### config.mk
export PLATFORM = sky130hd
export DESIGN_NAME = adv_data_uuid128_filter_unit
export DESIGN_NICKNAME = d
export VERILOG_FILES = /design/src/rtl/core/adu_pkg.sv /design/src/rtl/core/adu_parser.sv /design/src/rtl/core/adu_out_skid.sv /design/src/rtl/core/adv_data_uuid128_filter_unit.sv
export SDC_FILE = /design/constraint.sdc
export NUM_CORES = 1
export LEC_CHECK = 0
export ABC_AREA = 1
export BUFFER_PORTS_ARGS = -buffer_cell sky130_fd_sc_hd__buf_4
export CAP_MARGIN = 5
export CELL_PAD_IN_SITES_DETAIL_PLACEMENT = 2
export CELL_PAD_IN_SITES_GLOBAL_PLACEMENT = 2
export CORE_AREA = 2 2 146 162
export CTS_CLUSTER_DIAMETER = 60
export DETAILED_ROUTE_END_ITERATION = 8
export DIE_AREA = 0 0 148 164
export GPL_ROUTABILITY_DRIVEN = 0
export PLACE_DENSITY = 0.95
export SLEW_MARGIN = 20
export SYNTH_ARGS = -nofsm -noshare
export SYNTH_HDL_FRONTEND = slang
export SYNTH_SLANG_ARGS = --single-unit
### constraint.sdc
create_clock -name clk -period 5.81 [get_ports clk]
set_input_delay 1.743 -clock clk [delete_from_list [all_inputs] [get_ports clk]]
set_output_delay 1.743 -clock clk [all_outputs]
set_load 0.1 [all_outputs]
### src/rtl/core/adu_pkg.sv
package adu_pkg;

  // Advertising data types that carry lists of 128-bit service UUIDs.
  localparam logic [7:0] AD_MORE_UUID128     = 8'h06;
  localparam logic [7:0] AD_COMPLETE_UUID128 = 8'h07;

  // Byte positions inside one 16-byte UUID chunk.
  localparam int unsigned  UUID_BYTES = 16;
  localparam logic [3:0]   LAST_CHUNK_BYTE = 4'(UUID_BYTES - 1);

  // Configuration register indexes.
  localparam int unsigned  CFG_INDEX_W = 8;
  localparam logic [CFG_INDEX_W-1:0] CFG_UUID_LOW  = 8'd0;
  localparam logic [CFG_INDEX_W-1:0] CFG_UUID_HIGH = 8'd1;

  // Parser phases, one-hot.
  typedef enum logic [4:0] {
    PH_LEN  = 5'b00001,
    PH_TYPE = 5'b00010,
    PH_SKIP = 5'b00100,
    PH_UUID = 5'b01000,
    PH_DONE = 5'b10000
  } phase_t;

  // Verdict handed from the parser to the output stage.
  typedef struct packed {
    logic valid;
    logic found;
  } verdict_t;

endpackage

### src/rtl/core/adu_parser.sv
module adu_parser (
  input  logic                            clk,
  input  logic                            rst,
  input  logic                            in_accept,
  input  logic [7:0]                      data_byte,
  input  logic                            last_byte,
  input  logic                            cfg_write,
  input  logic [adu_pkg::CFG_INDEX_W-1:0] cfg_index,
  input  logic [63:0]                     cfg_data,
  output adu_pkg::verdict_t               verdict
);
  import adu_pkg::*;

  // Target UUID registers.
  logic [63:0] uuid_low_bytes;
  logic [63:0] uuid_high_bytes;

  // Parse state.
  phase_t      phase;
  logic [7:0]  bytes_left;
  logic [3:0]  chunks_left;
  logic [3:0]  byte_in_chunk;
  logic        chunk_mismatch;
  logic        match_seen;

  phase_t      phase_next;
  logic [7:0]  bytes_left_next;
  logic [3:0]  chunks_left_next;
  logic [3:0]  byte_in_chunk_next;
  logic        chunk_mismatch_next;
  logic        match_seen_next;

  logic [127:0] uuid_all;
  logic [7:0]   target_byte;
  logic         mismatch_now;
  logic [7:0]   bytes_left_dec;
  logic         uuid_type;

  // Configuration writes; indexes beyond the list are ignored.
  always_ff @(posedge clk) begin
    if (rst) begin
      uuid_low_bytes  <= '0;
      uuid_high_bytes <= '0;
    end else if (cfg_write) begin
      if (cfg_index == CFG_UUID_LOW) begin
        uuid_low_bytes <= cfg_data;
      end else if (cfg_index == CFG_UUID_HIGH) begin
        uuid_high_bytes <= cfg_data;
      end
    end
  end

  // Expected byte at the current position of the chunk.
  assign uuid_all       = {uuid_high_bytes, uuid_low_bytes};
  assign target_byte    = uuid_all[{byte_in_chunk, 3'b000} +: 8];
  assign mismatch_now   = chunk_mismatch | (data_byte != target_byte);
  assign bytes_left_dec = bytes_left - 8'd1;
  assign uuid_type      = (data_byte == AD_MORE_UUID128) ||
                          (data_byte == AD_COMPLETE_UUID128);

  // One step of the length-type-value walk for the incoming byte.
  always_comb begin
    phase_next          = phase;
    bytes_left_next     = bytes_left;
    chunks_left_next    = chunks_left;
    byte_in_chunk_next  = byte_in_chunk;
    chunk_mismatch_next = chunk_mismatch;
    match_seen_next     = match_seen;

    unique case (phase)
      PH_LEN: begin
        if (data_byte == 8'd0) begin
          phase_next = PH_DONE;
        end else begin
          bytes_left_next = data_byte - 8'd1;
          phase_next      = PH_TYPE;
        end
      end
      PH_TYPE: begin
        if (uuid_type) begin
          // Only whole 16-byte chunks are compared.
          chunks_left_next    = bytes_left[7:4];
          byte_in_chunk_next  = '0;
          chunk_mismatch_next = 1'b0;
          phase_next          = (bytes_left[7:4] == 4'd0) ? PH_DONE : PH_UUID;
        end else begin
          phase_next = (bytes_left == 8'd0) ? PH_LEN : PH_SKIP;
        end
      end
      PH_SKIP: begin
        bytes_left_next = bytes_left_dec;
        if (bytes_left_dec == 8'd0) begin
          phase_next = PH_LEN;
        end
      end
      PH_UUID: begin
        chunk_mismatch_next = mismatch_now;
        if (byte_in_chunk == LAST_CHUNK_BYTE) begin
          if (!mismatch_now) begin
            match_seen_next = 1'b1;
            phase_next      = PH_DONE;
          end else begin
            chunks_left_next    = chunks_left - 4'd1;
            if (chunks_left == 4'd1) begin
              phase_next = PH_DONE;
            end
            byte_in_chunk_next  = '0;
            chunk_mismatch_next = 1'b0;
          end
        end else begin
          byte_in_chunk_next = byte_in_chunk + 4'd1;
        end
      end
      default: begin
        // The search has ended; bytes are ignored until the report ends.
      end
    endcase
  end

  // Parse state register; the last byte of a report returns it to reset.
  always_ff @(posedge clk) begin
    if (rst) begin
      phase          <= PH_LEN;
      bytes_left     <= '0;
      chunks_left    <= '0;
      byte_in_chunk  <= '0;
      chunk_mismatch <= 1'b0;
      match_seen     <= 1'b0;
    end else if (in_accept) begin
      if (last_byte) begin
        phase          <= PH_LEN;
        bytes_left     <= '0;
        chunks_left    <= '0;
        byte_in_chunk  <= '0;
        chunk_mismatch <= 1'b0;
        match_seen     <= 1'b0;
      end else begin
        phase          <= phase_next;
        bytes_left     <= bytes_left_next;
        chunks_left    <= chunks_left_next;
        byte_in_chunk  <= byte_in_chunk_next;
        chunk_mismatch <= chunk_mismatch_next;
        match_seen     <= match_seen_next;
      end
    end
  end

  // The verdict goes out in the cycle the last byte is taken.
  assign verdict.valid = in_accept & last_byte;
  assign verdict.found = match_seen_next;

endmodule

### src/rtl/core/adu_out_skid.sv
module adu_out_skid (
  input  logic              clk,
  input  logic              rst,
  input  adu_pkg::verdict_t verdict,
  output logic              space,
  output logic              m_tvalid,
  input  logic              m_tready,
  output logic [7:0]        m_tdata
);
  import adu_pkg::*;

  logic main_valid;
  logic main_found;
  logic skid_valid;
  logic skid_found;

  // Output register backed by one skid entry, so the input side never waits
  // on the receiver's ready in the same cycle.
  always_ff @(posedge clk) begin
    if (rst) begin
      main_valid <= 1'b0;
      skid_valid <= 1'b0;
    end else if (!main_valid || m_tready) begin
      if (skid_valid) begin
        main_valid <= 1'b1;
        skid_valid <= 1'b0;
      end else begin
        main_valid <= verdict.valid;
      end
    end else if (verdict.valid) begin
      skid_valid <= 1'b1;
    end
  end

  // Payload registers.
  always_ff @(posedge clk) begin
    if (!main_valid || m_tready) begin
      main_found <= skid_valid ? skid_found : verdict.found;
    end
    if (!skid_valid) begin
      skid_found <= verdict.found;
    end
  end

  assign space    = ~skid_valid;
  assign m_tvalid = main_valid;
  assign m_tdata  = {7'd0, main_found};

endmodule

### src/rtl/core/adv_data_uuid128_filter_unit.sv
// Advertising-data 128-bit UUID filter.
// The s_ stream carries one report byte per request: s_tdata is the payload
// byte and s_tlast marks the final byte of the report. The block walks the
// length-type-value structures and compares each whole 16-byte chunk of the
// first 128-bit UUID list structure with the target UUID.
// The target is written on the cfg_ channel: index 0 loads UUID bytes 0 to 7,
// index 1 loads bytes 8 to 15, byte 0 of each in bits 7:0. cfg_ready is
// always high; write only while no report is in progress.
// One m_ request follows each report once its last byte is taken, through
// the output register; m_tdata bit 0 is 1 when the target UUID was found.
// Throughput is one byte per cycle while s_tready is high; the parse state
// updates once per byte. The output register has one skid entry behind it, so
// s_tready drops only when two verdicts are waiting on a stalled receiver.
// Reset clears the parse state, the output stage and both UUID registers.
module adv_data_uuid128_filter_unit (
  input  logic                            clk,
  input  logic                            rst,
  input  logic                            s_tvalid,
  output logic                            s_tready,
  input  logic [7:0]                      s_tdata,   // [7:0] data_byte
  input  logic                            s_tlast,   // last_byte
  output logic                            m_tvalid,
  input  logic                            m_tready,
  output logic [7:0]                      m_tdata,   // [0] uuid_found, [7:1] zero
  input  logic                            cfg_valid,
  output logic                            cfg_ready,
  input  logic [adu_pkg::CFG_INDEX_W-1:0] cfg_index,
  input  logic [63:0]                     cfg_data
);
  import adu_pkg::*;

  verdict_t verdict;
  logic     space;
  logic     in_accept;

  assign s_tready  = space;
  assign in_accept = s_tvalid & space;
  assign cfg_ready = 1'b1;

  // Per-byte parser and UUID registers.
  adu_parser u_parser (
    .clk       (clk),
    .rst       (rst),
    .in_accept (in_accept),
    .data_byte (s_tdata),
    .last_byte (s_tlast),
    .cfg_write (cfg_valid),
    .cfg_index (cfg_index),
    .cfg_data  (cfg_data),
    .verdict   (verdict)
  );

  // Result register with skid entry.
  adu_out_skid u_out (
    .clk      (clk),
    .rst      (rst),
    .verdict  (verdict),
    .space    (space),
    .m_tvalid (m_tvalid),
    .m_tready (m_tready),
    .m_tdata  (m_tdata)
  );

endmodule
==> impl_metrics.tcl, run 1 <==
set metrics [dict create \
    route.vias.total 8353 \
    critPathTopFamily "buffers and inverters" \
    grt_max_degree 90 \
    cts_made_buffers 17 \
    fmax_mhz 256 \
    skew_ns 0.00892 \
    core_sq_um 22600 \
    avgRoutedWirePerCell_microns 22.4 \
    drive_gt1_share_pct 12.1 \
    cts.sinks 155 \
    end_kind "register" \
    ys_top_cells_by_count "nand2_1, dfxtp_1, nor2_1, inv_1, nor3_1" \
    die_h_microns 164 \
    drc 0 \
    synth_most_common_cell "nand2_1" \
    synth-seq-area-share_pct 39.7 \
    maxCapViolCount 0 \
    worst_pin_slew_ns 0.921 \
    die_x_microns 148 \
    clockRootBuffer "clkbuf_16" \
    cts_setup_buffers 0 \
    critPathArrivalTime_ns 4.20 \
    io_buffers 88 \
    netlist_area_sq_um 7840 \
    ir_worst_vdd_v 0.000215 \
    start_util_pct 34.6 \
    slew_viol_final 0 \
    critPathKind "in2reg" \
    p_total_mw 2.73 \
    die-area_sq_um 24300 \
    syn_avg_cell_area_sq_um 6.78 \
    syn_inst 1156 \
    finalWorstPathRequiredPeriod_ns 3.90 \
    start_kind "input pin" \
    crit_chain "buf_4 -> nor4_1 -> inv_1 -> nor4_1 -> nand3_2 -> buf_4 -> inv_1 -> buf_4 -> o21ai_0 -> a21oi_1" \
    ys_async_sr_fraction_pct 0 \
    std_cell_rows 58 \
    clkLatencyLatePin_ns 0.44 \
    slew_headroom_pct 38.6 \
    utilization_pct 40.7 \
    first_pass_iters 4 \
    ys_top_cells_by_area "dfxtp_1, nand2_1, nor2_1" \
    clockBufferDepth 2 \
    tns_ns 0 \
    insertedDiodeCount 0 \
    grt_pass1_vias 9547 \
    grt_pass1_wl_microns 53800 \
    antenna_found_initial 0 \
    drtAntennaViolNets 0 \
    critical_path_buf_inv_count 5 \
    io_pins 97 \
    p_leak_nw 3.76 \
    hold_buffers 0 \
    critPathMaxFanout 89 \
    status "complete, no violations" \
    ys_seq_elements 155 \
    yosys_warnings 0 \
    post-route-period-util_pct 67.2 \
    cts_tree "built" \
    cpMostUsedCell "buf_4" \
    h-tree-depth 4 \
    fill_cells 2675 \
    track_usage_pct 28.7 \
    required_ns 6.11 \
    drt-initial-drc-count 403 \
    power.density_nw_per_um2 296 \
    synth_cell_types 42 \
    cts_resized 0 \
    hp-class "reg2reg" \
    final_hold_viol_count 0 \
    syn_to_final_growth_pct 17.7 \
    gr-total-overflow 0 \
    synth_top_area_share_pct 39.3 \
    synth-edff-count 1 \
    critPathMaxStageDelay_ns 0.41 \
    setup_viol 0 \
    vias_per_cell 5.54 \
    dominantRegCellSynth "dfxtp_1" \
    cpMaxStageDelayCell "buf_4" \
    place_hpwl_microns 20500 \
    synth_top_area_cell "dfxtp_1" \
    nets 1292 \
    rsz0062_at_grt "false" \
    clk_pin_slew_ns 0.06 \
    drt-total-wl_microns 33800 \
]
[worst paths after layout]
path	slack [ns]	startpoint	depth (start not counted)	end
worst max-delay path	1.91	cfg_index[5]	10	u_parser.uuid_high_bytes[4]
worst max register to register	2.49	u_parser.byte_in_chunk[0]	15	u_parser.byte_in_chunk[0]
worst min register to register	0.46	u_parser.uuid_high_bytes[47]	2	u_parser.uuid_high_bytes[47]
worst min-delay path	0.46	u_parser.uuid_high_bytes[47]	2	u_parser.uuid_high_bytes[47]
[worst reg2reg max path: stages (launching register included)]
cell     delay [ns]
dfxtp_2        0.60
buf_4          0.68
nand2_1        0.19
nand3_1        0.18
nand3_1        0.18
nand3_1        0.15
nand2_1        0.11
nand2_1        0.08
nand2_1        0.05
nor2_1         0.13
nand2_1        0.11
nor2_4         0.14
nand4_2        0.20
nand3_1        0.14
nand2_1        0.06
nor2_1         0.22
[report_power, final]
group	internal [mW]	switching, mW
clock	0.735	0.498
sequential	1.08	0.0184
combinational	0.122	0.274
[stage by stage]
stage / hold slack [ns] / instance area, sq um / cells / setup slack [ns]
4_1_cts: 0.462 / 9220 / 1509 / 1.91
6_report: 0.461 / 9220 / 1509 / 1.91
3_5_place_dp: 0.452 / 8590 / 1477 / 1.72
3_3_place_gp: 0.438 / 8590 / 1477 / 1.91
5_1_grt: 0.491 / 9220 / 1509 / 1.69
2_1_floorplan: 0.424 / 7860 / 1162 / 2.72
[placed cells by master (no fill, tap or decap), drive strengths merged]
master | Yosys | routed
nand3b | 1 | 1
edfxtp | 1 | 1
xor2 | 9 | 9
inv | 129 | 129
nand3 | 101 | 101
o21ai | 98 | 98
a211oi | 19 | 19
nand4 | 6 | 6
nand2 | 181 | 181
nor3 | 102 | 102
buf | 33 | 98
o221ai | 1 | 1
dfxtp | 154 | 154
clkbuf | 50 | 23
a21oi | 79 | 79
ha | 10 | 10
a31oi | 1 | 1
o211ai | 12 | 12
nor2 | 147 | 147
nor4 | 4 | 4
xnor2 | 4 | 4
o311ai | 1 | 1
a221oi | 3 | 3
bufinv | 0 | 3
o22ai | 5 | 5
conb | 2 | 8
clkinvlp | 0 | 3
clkinv | 2 | 5
o31ai | 1 | 1
[cell type report]
cell class	count	area (sq um)	area share, %
multi-input cells	793	3860	41.8
repair buffers	98	748	8.11
well taps	300	375	4.07
flip-flops and latches	155	3110	33.8
clock inverters	9	135	1.47
inverters	131	494	5.36
clock buffers	23	498	5.40
[routing by layer]
layer | vias to the layer above | GRT usage (%) | share of wire [%]
met5 | - | 0 | 0
met4 | 0 | 15.2 | 4.5
met3 | 112 | 5.03 | 3.7
met2 | 236 | 51.0 | 51
met1 | 4149 | 32.7 | 41
li1 | 3856 | - | -
[logic make-up after synthesis]
group                    share of synthesized area (%)
XOR/XNOR                                          1.45
other                                           0.0958
AO/OA/AOI/OAI                                     15.6
buffers and inverters                             11.6
AND/OR/NAND/NOR                                   30.0
flip-flops                                        39.7
adder cells (fa/ha/maj)                           1.60
[sequential cells by signal, summed over array words and instances (netlist names)]
register,count
u_out.m_tvalid,1
u_parser.match_seen,1
u_parser.bytes_left,8
u_parser.chunks_left,4
u_parser.uuid_high_bytes,64
u_parser.chunk_mismatch,1
u_out.skid_found,1
u_parser.uuid_low_bytes,64
u_parser.phase,5
u_out.main_found,1
u_parser.byte_in_chunk,4
u_out.skid_valid,1
Note: power is estimated with default switching activity, not from simulation.
==> run 2: changes to the inputs <==
--- a/config.mk
+++ b/config.mk
@@ -10,12 +10,12 @@
 export CAP_MARGIN = 5
 export CELL_PAD_IN_SITES_DETAIL_PLACEMENT = 2
 export CELL_PAD_IN_SITES_GLOBAL_PLACEMENT = 2
-export CORE_AREA = 2 2 146 162
+export CORE_AREA = 2 2 153 170
 export CTS_CLUSTER_DIAMETER = 60
 export DETAILED_ROUTE_END_ITERATION = 8
-export DIE_AREA = 0 0 148 164
+export DIE_AREA = 0 0 155 172
 export GPL_ROUTABILITY_DRIVEN = 0
-export PLACE_DENSITY = 0.95
+export PLACE_DENSITY = 0.89
 export SLEW_MARGIN = 20
 export SYNTH_ARGS = -nofsm -noshare
 export SYNTH_HDL_FRONTEND = slang
==> constraint.sdc (replaced) <==
create_clock -name clk -period 3.72 [get_ports clk]
set_input_delay 1.116 -clock clk [delete_from_list [all_inputs] [get_ports clk]]
set_output_delay 1.116 -clock clk [all_outputs]
set_load 0.1 [all_outputs]
==> impl_metrics.tcl, run 2 (synthesized netlist as in run 1, its figures left out) <==
set metrics [dict create \
    finalWorstPathRequiredPeriod_ns 2.98 \
    cpMostUsedCell "nand2_1" \
    critPathKind "reg2reg" \
    clockRootBuffer "clkbuf_16" \
    antenna_found_initial 0 \
    critPathArrivalTime_ns 3.32 \
    start_util_pct 31.4 \
    syn_to_final_growth_pct 17.4 \
    critPathMaxStageDelay_ns 0.70 \
    dp_cells 1495 \
    cpMaxStageDelayCell "buf_4" \
    final_cell_area_sq_um 9200 \
    post-route-period-util_pct 80.1 \
    io_pins 97 \
    avgRoutedWirePerCell_microns 19.7 \
    grt_pass1_vias 8784 \
    cts_setup_buffers 0 \
    hold_buffers 0 \
    ir_worst_vdd_v 0.000324 \
    first_pass_iters 4 \
    nets 1295 \
    io_buffers 88 \
    utilization_pct 36.9 \
    end_kind "register" \
    rsz0062_at_grt "false" \
    final_cell_mix "nand2_1, dfxtp_1, nor2_1" \
    route.vias.total 8101 \
    die_h_microns 172 \
    clockBufferDepth 2 \
    power.density_nw_per_um2 439 \
    worst_slack_ns 0.741 \
    layout_commonest_cell "nand2_1" \
    grt_max_degree 81 \
    drt-initial-drc-count 430 \
    drtAntennaViolNets 0 \
    crit_chain "buf_4 -> o21ai_0 -> nand2_1 -> nand3_1 -> nand3_1 -> nand2_1 -> nand2_1 -> nand2_1 -> nor2_1 -> nand2_1 -> nor2_4 -> nand3_1 -> nand2_1 -> inv_1 -> nor2_1 -> nor2_1" \
    skew_ns 0.00884 \
    slew_viol_final 0 \
    insertedDiodeCount 0 \
    holdWs_ns 0.458 \
    place_area_sq_um 8640 \
    hp-class "reg2reg" \
    status "complete, no violations" \
    place_ws_ns 0.662 \
    track_usage_pct 23.3 \
    setup_viol 0 \
    die-area_sq_um 26700 \
    p_leak_nw 3.75 \
    vias_per_cell 5.31 \
    die_x_microns 155 \
    tns_ns 0 \
    cts_tree "built" \
    reg_top3 "u_parser.uuid_high_bytes x64, u_parser.uuid_low_bytes x64, u_parser.bytes_left x8" \
    cts_resized 0 \
    grt_pass1_wl_microns 48100 \
    final_hold_viol_count 0 \
    fmax_mhz 336 \
    std_cell_rows 61 \
    start_kind "register" \
    cts.sinks 155 \
    critPathMaxFanout 80 \
    clkLatencyLatePin_ns 0.44 \
    fill_cells 2927 \
    drc 0 \
    slew_headroom_pct 35.4 \
    drive_gt1_share_pct 12.0 \
    fin_cells 1527 \
    h-tree-depth 4 \
    required_ns 4.06 \
    clk_pin_slew_ns 0.07 \
    cts_made_buffers 17 \
    maxCapViolCount 0 \
    worst_pin_slew_ns 0.969 \
    place_hpwl_microns 20100 \
    core_sq_um 25000 \
    drt-total-wl_microns 30100 \
    gr-total-overflow 0 \
    p_total_mw 4.04 \
]
## run 2: cell types whose count changed in the layout (fill, tap and decap cells not counted), sizes merged
cell,change
clkinv,+3
clkbuf,+2
clkinvlp,-3
bufinv,-2
buf,+3
## run 2: worst max-delay path: cells and delay by family (launching register included)
kind	cells	cell delay (ns)
AO/OA/AOI/OAI	1	0.31
buffers and inverters	2	0.82
flip-flops	1	0.35
AND/OR/NAND/NOR	13	1.39
## run 2: report_power, final
group / switching [mW] / total [mW] / internal (mW)
Combinational: 0.418 / 0.610 / 0.192
Sequential: 0.0235 / 1.71 / 1.69
Clock: 0.726 / 1.71 / 0.987
## run 2: metal layers
metal | wire length (microns) | up-vias | track usage (%) | share of wire [%]
li1 | - | 3866 | - | -
met1 | 12800 | 4022 | 27.3 | 42
met2 | 15500 | 157 | 43.1 | 52
met3 | 983 | 56 | 3.13 | 3.3
met4 | 820 | 0 | 8.90 | 2.7
met5 | 0 | - | 0 | 0
## run 2: final timing paths
kind | start | end | slack [ns] | depth (start not counted)
max | u_parser.byte_in_chunk[0] | u_parser.chunks_left[2] | 0.74 | 16
min reg2reg | u_parser.uuid_high_bytes[17] | u_parser.uuid_high_bytes[17] | 0.46 | 2
min | u_parser.uuid_high_bytes[17] | u_parser.uuid_high_bytes[17] | 0.46 | 2
max reg2reg | u_parser.byte_in_chunk[0] | u_parser.chunks_left[2] | 0.74 | 16
## run 2: area by class of cell
class | count | area, sq um | share of cell area (%)
multi-input combinational | 793 | 3860 | 41.9
clock buffer | 25 | 495 | 5.38
tap | 315 | 394 | 4.28
timing repair buffer | 101 | 783 | 8.51
clock inverter | 7 | 63.8 | 0.693
sequential | 155 | 3110 | 33.8
inverter | 131 | 494 | 5.37
==> run 3: changes to the inputs <==
==> constraint.sdc (replaced) <==
create_clock -name clk -period 2.9 [get_ports clk]
set_input_delay 0.87 -clock clk [delete_from_list [all_inputs] [get_ports clk]]
set_output_delay 0.87 -clock clk [all_outputs]
set_load 0.1 [all_outputs]
==> impl_metrics.tcl, run 3 (synthesized netlist as in run 1, its figures left out) <==
set metrics [dict create \
    status "complete, no violations" \
    drtAntennaViolNets 0 \
    gr-total-overflow 0 \
    dp_cells 1505 \
    cts_made_buffers 17 \
    slew_headroom_pct 54.7 \
    wl_met2_microns 15300 \
    final_cell_mix "nand2_1, dfxtp_1, nor2_1" \
    cts_tree "built" \
    grt_pass1_wl_microns 48300 \
    finalWorstPathRequiredPeriod_ns 2.68 \
    tns_ns 0 \
    clkLatencyLatePin_ns 0.45 \
    p_comb_share_pct 15.8 \
    layout_commonest_cell "nand2_1" \
    place_hpwl_microns 20300 \
    skew_ns 0.0132 \
    clk_pin_slew_ns 0.06 \
    die-area_sq_um 26700 \
    insertedDiodeCount 0 \
    hold_path_depth 2 \
    critPathArrivalTime_ns 3.01 \
    topRoutingLayerUsed "met4" \
    h-tree-depth 4 \
    fin_cells 1537 \
    io_pins 97 \
    pwr-share-clk_pct 41.3 \
    fill_cells 2929 \
    drive_gt1_share_pct 12.9 \
    hold_buffers 0 \
    route.vias.total 8154 \
    avgRoutedWirePerCell_microns 19.5 \
    ir_worst_vdd_v 0.000376 \
    clockBufferDepth 2 \
    first_pass_iters 4 \
    maxCapViolCount 0 \
    grt_max_degree 54 \
    track_usage_pct 23.2 \
    end_kind "register" \
    p_leak_nw 3.79 \
    swShare_pct 29.8 \
    required_ns 3.23 \
    reg_top3 "u_parser.uuid_high_bytes x64, u_parser.uuid_low_bytes x64, u_parser.bytes_left x8" \
    cpMaxStageDelayCell "dfxtp_2" \
    rsz0062_at_grt "false" \
    nets 1305 \
    core_sq_um 25000 \
    critPathKind "reg2reg" \
    drc 0 \
    start_util_pct 31.4 \
    clockRootBuffer "clkbuf_16" \
    ff2ff_path_depth 16 \
    power.density_nw_per_um2 549 \
    antenna_found_initial 0 \
    final_hold_viol_count 0 \
    crit_chain "buf_4 -> nand2_1 -> nand3_1 -> nand3_1 -> nand3_1 -> nand2_1 -> nand2_1 -> nand2_1 -> nor2_1 -> nand2_1 -> nor2_4 -> nand3_1 -> nand2_1 -> inv_1 -> nor2_1 -> nor2_1" \
    route.met3.wl_microns 954 \
    grt_pass1_vias 8922 \
    vias_per_cell 5.31 \
    std_cell_rows 61 \
    drt-initial-drc-count 368 \
    cts.sinks 155 \
    syn_to_final_growth_pct 18.6 \
    register_area_sq_um 3110 \
    power_switching_mw 1.52 \
    post-route-period-util_pct 92.4 \
    pwr-share-seq_pct 42.9 \
    holdWs_ns 0.456 \
    die_h_microns 172 \
    drt-total-wl_microns 30000 \
    reg2reg_slack_ns 0.22 \
    setup_viol 0 \
    worst_pin_slew_ns 0.679 \
    critPathMaxFanout 30 \
    p_int_mw 3.58 \
    cts_resized 0 \
    slew_viol_final 0 \
    p_total_mw 5.11 \
    multiInputGateArea_sq_um 3860 \
    io_buffers 88 \
    cpMostUsedCell "nand2_1" \
    die_x_microns 155 \
    hp-class "reg2reg" \
    fmax_mhz 373 \
    start_kind "register" \
    drt-met1-wl_microns 12800 \
    cts_setup_buffers 0 \
    critPathMaxStageDelay_ns 0.38 \
]
## run 3: cell count changes in the layout (fill, tap and decap cells not counted), sizes merged
cell      before  now
buf          101  111
bufinv         1    0
clkbuf        25   22
clkinv         8    7
clkinvlp       0    4
inv          129  130
## run 3: area by class of cell
class	count	area share, %
Multi-Input combinational cell	793	41.5
Tap cell	315	4.24
Sequential cell	155	33.5
Timing Repair Buffer	111	9.64
Inverter	131	5.32
Clock buffer	22	5.10
Clock inverter	10	0.727
## run 3: worst max-delay path: cells and delay by family, from the launching register on
family	cells	cell delay, ns
simple gates	14	1.68
flops	1	0.38
buf+inv	2	0.47
## run 3: final timing paths
path,startpoint,to
setup / recovery,u_parser.byte_in_chunk[0],u_parser.chunks_left[1]
setup reg to reg,u_parser.byte_in_chunk[0],u_parser.chunks_left[1]
hold reg to reg,u_parser.uuid_high_bytes[14],u_parser.uuid_high_bytes[14]
hold / removal,u_parser.uuid_high_bytes[14],u_parser.uuid_high_bytes[14]
## run 3: layer usage
metal | global-route usage, % | up-vias
met2 | 42.4 | 162
met1 | 26.8 | 4048
li1 | - | 3881
met3 | 3.53 | 63
met4 | 10.1 | 0
met5 | 0 | -
## run 3: per-stage QoR
stage / utilization [%] / setup slack (ns) / area [sq um]
final: 37.3 / 0.220 / 9300
after global routing: 37.3 / 0.0405 / 9300
after CTS: 37.3 / 0.240 / 9300
after detailed placement: 35.1 / 0.263 / 8760
after global placement: 35.1 / 0.421 / 8760
after floorplan: - / 0.679 / 7860
## run 3: power by group through the flow
stage | combinational, mW | sequential (mW) | clock (mW)
2_1_floorplan | 0.499 | 2.24 | 0
3_3_place_gp | 0.764 | 2.24 | 0
3_5_place_dp | 0.792 | 2.24 | 0
4_1_cts | 0.807 | 2.19 | 2.14
5_1_grt | 0.886 | 2.20 | 2.24
6_report | 0.805 | 2.19 | 2.11
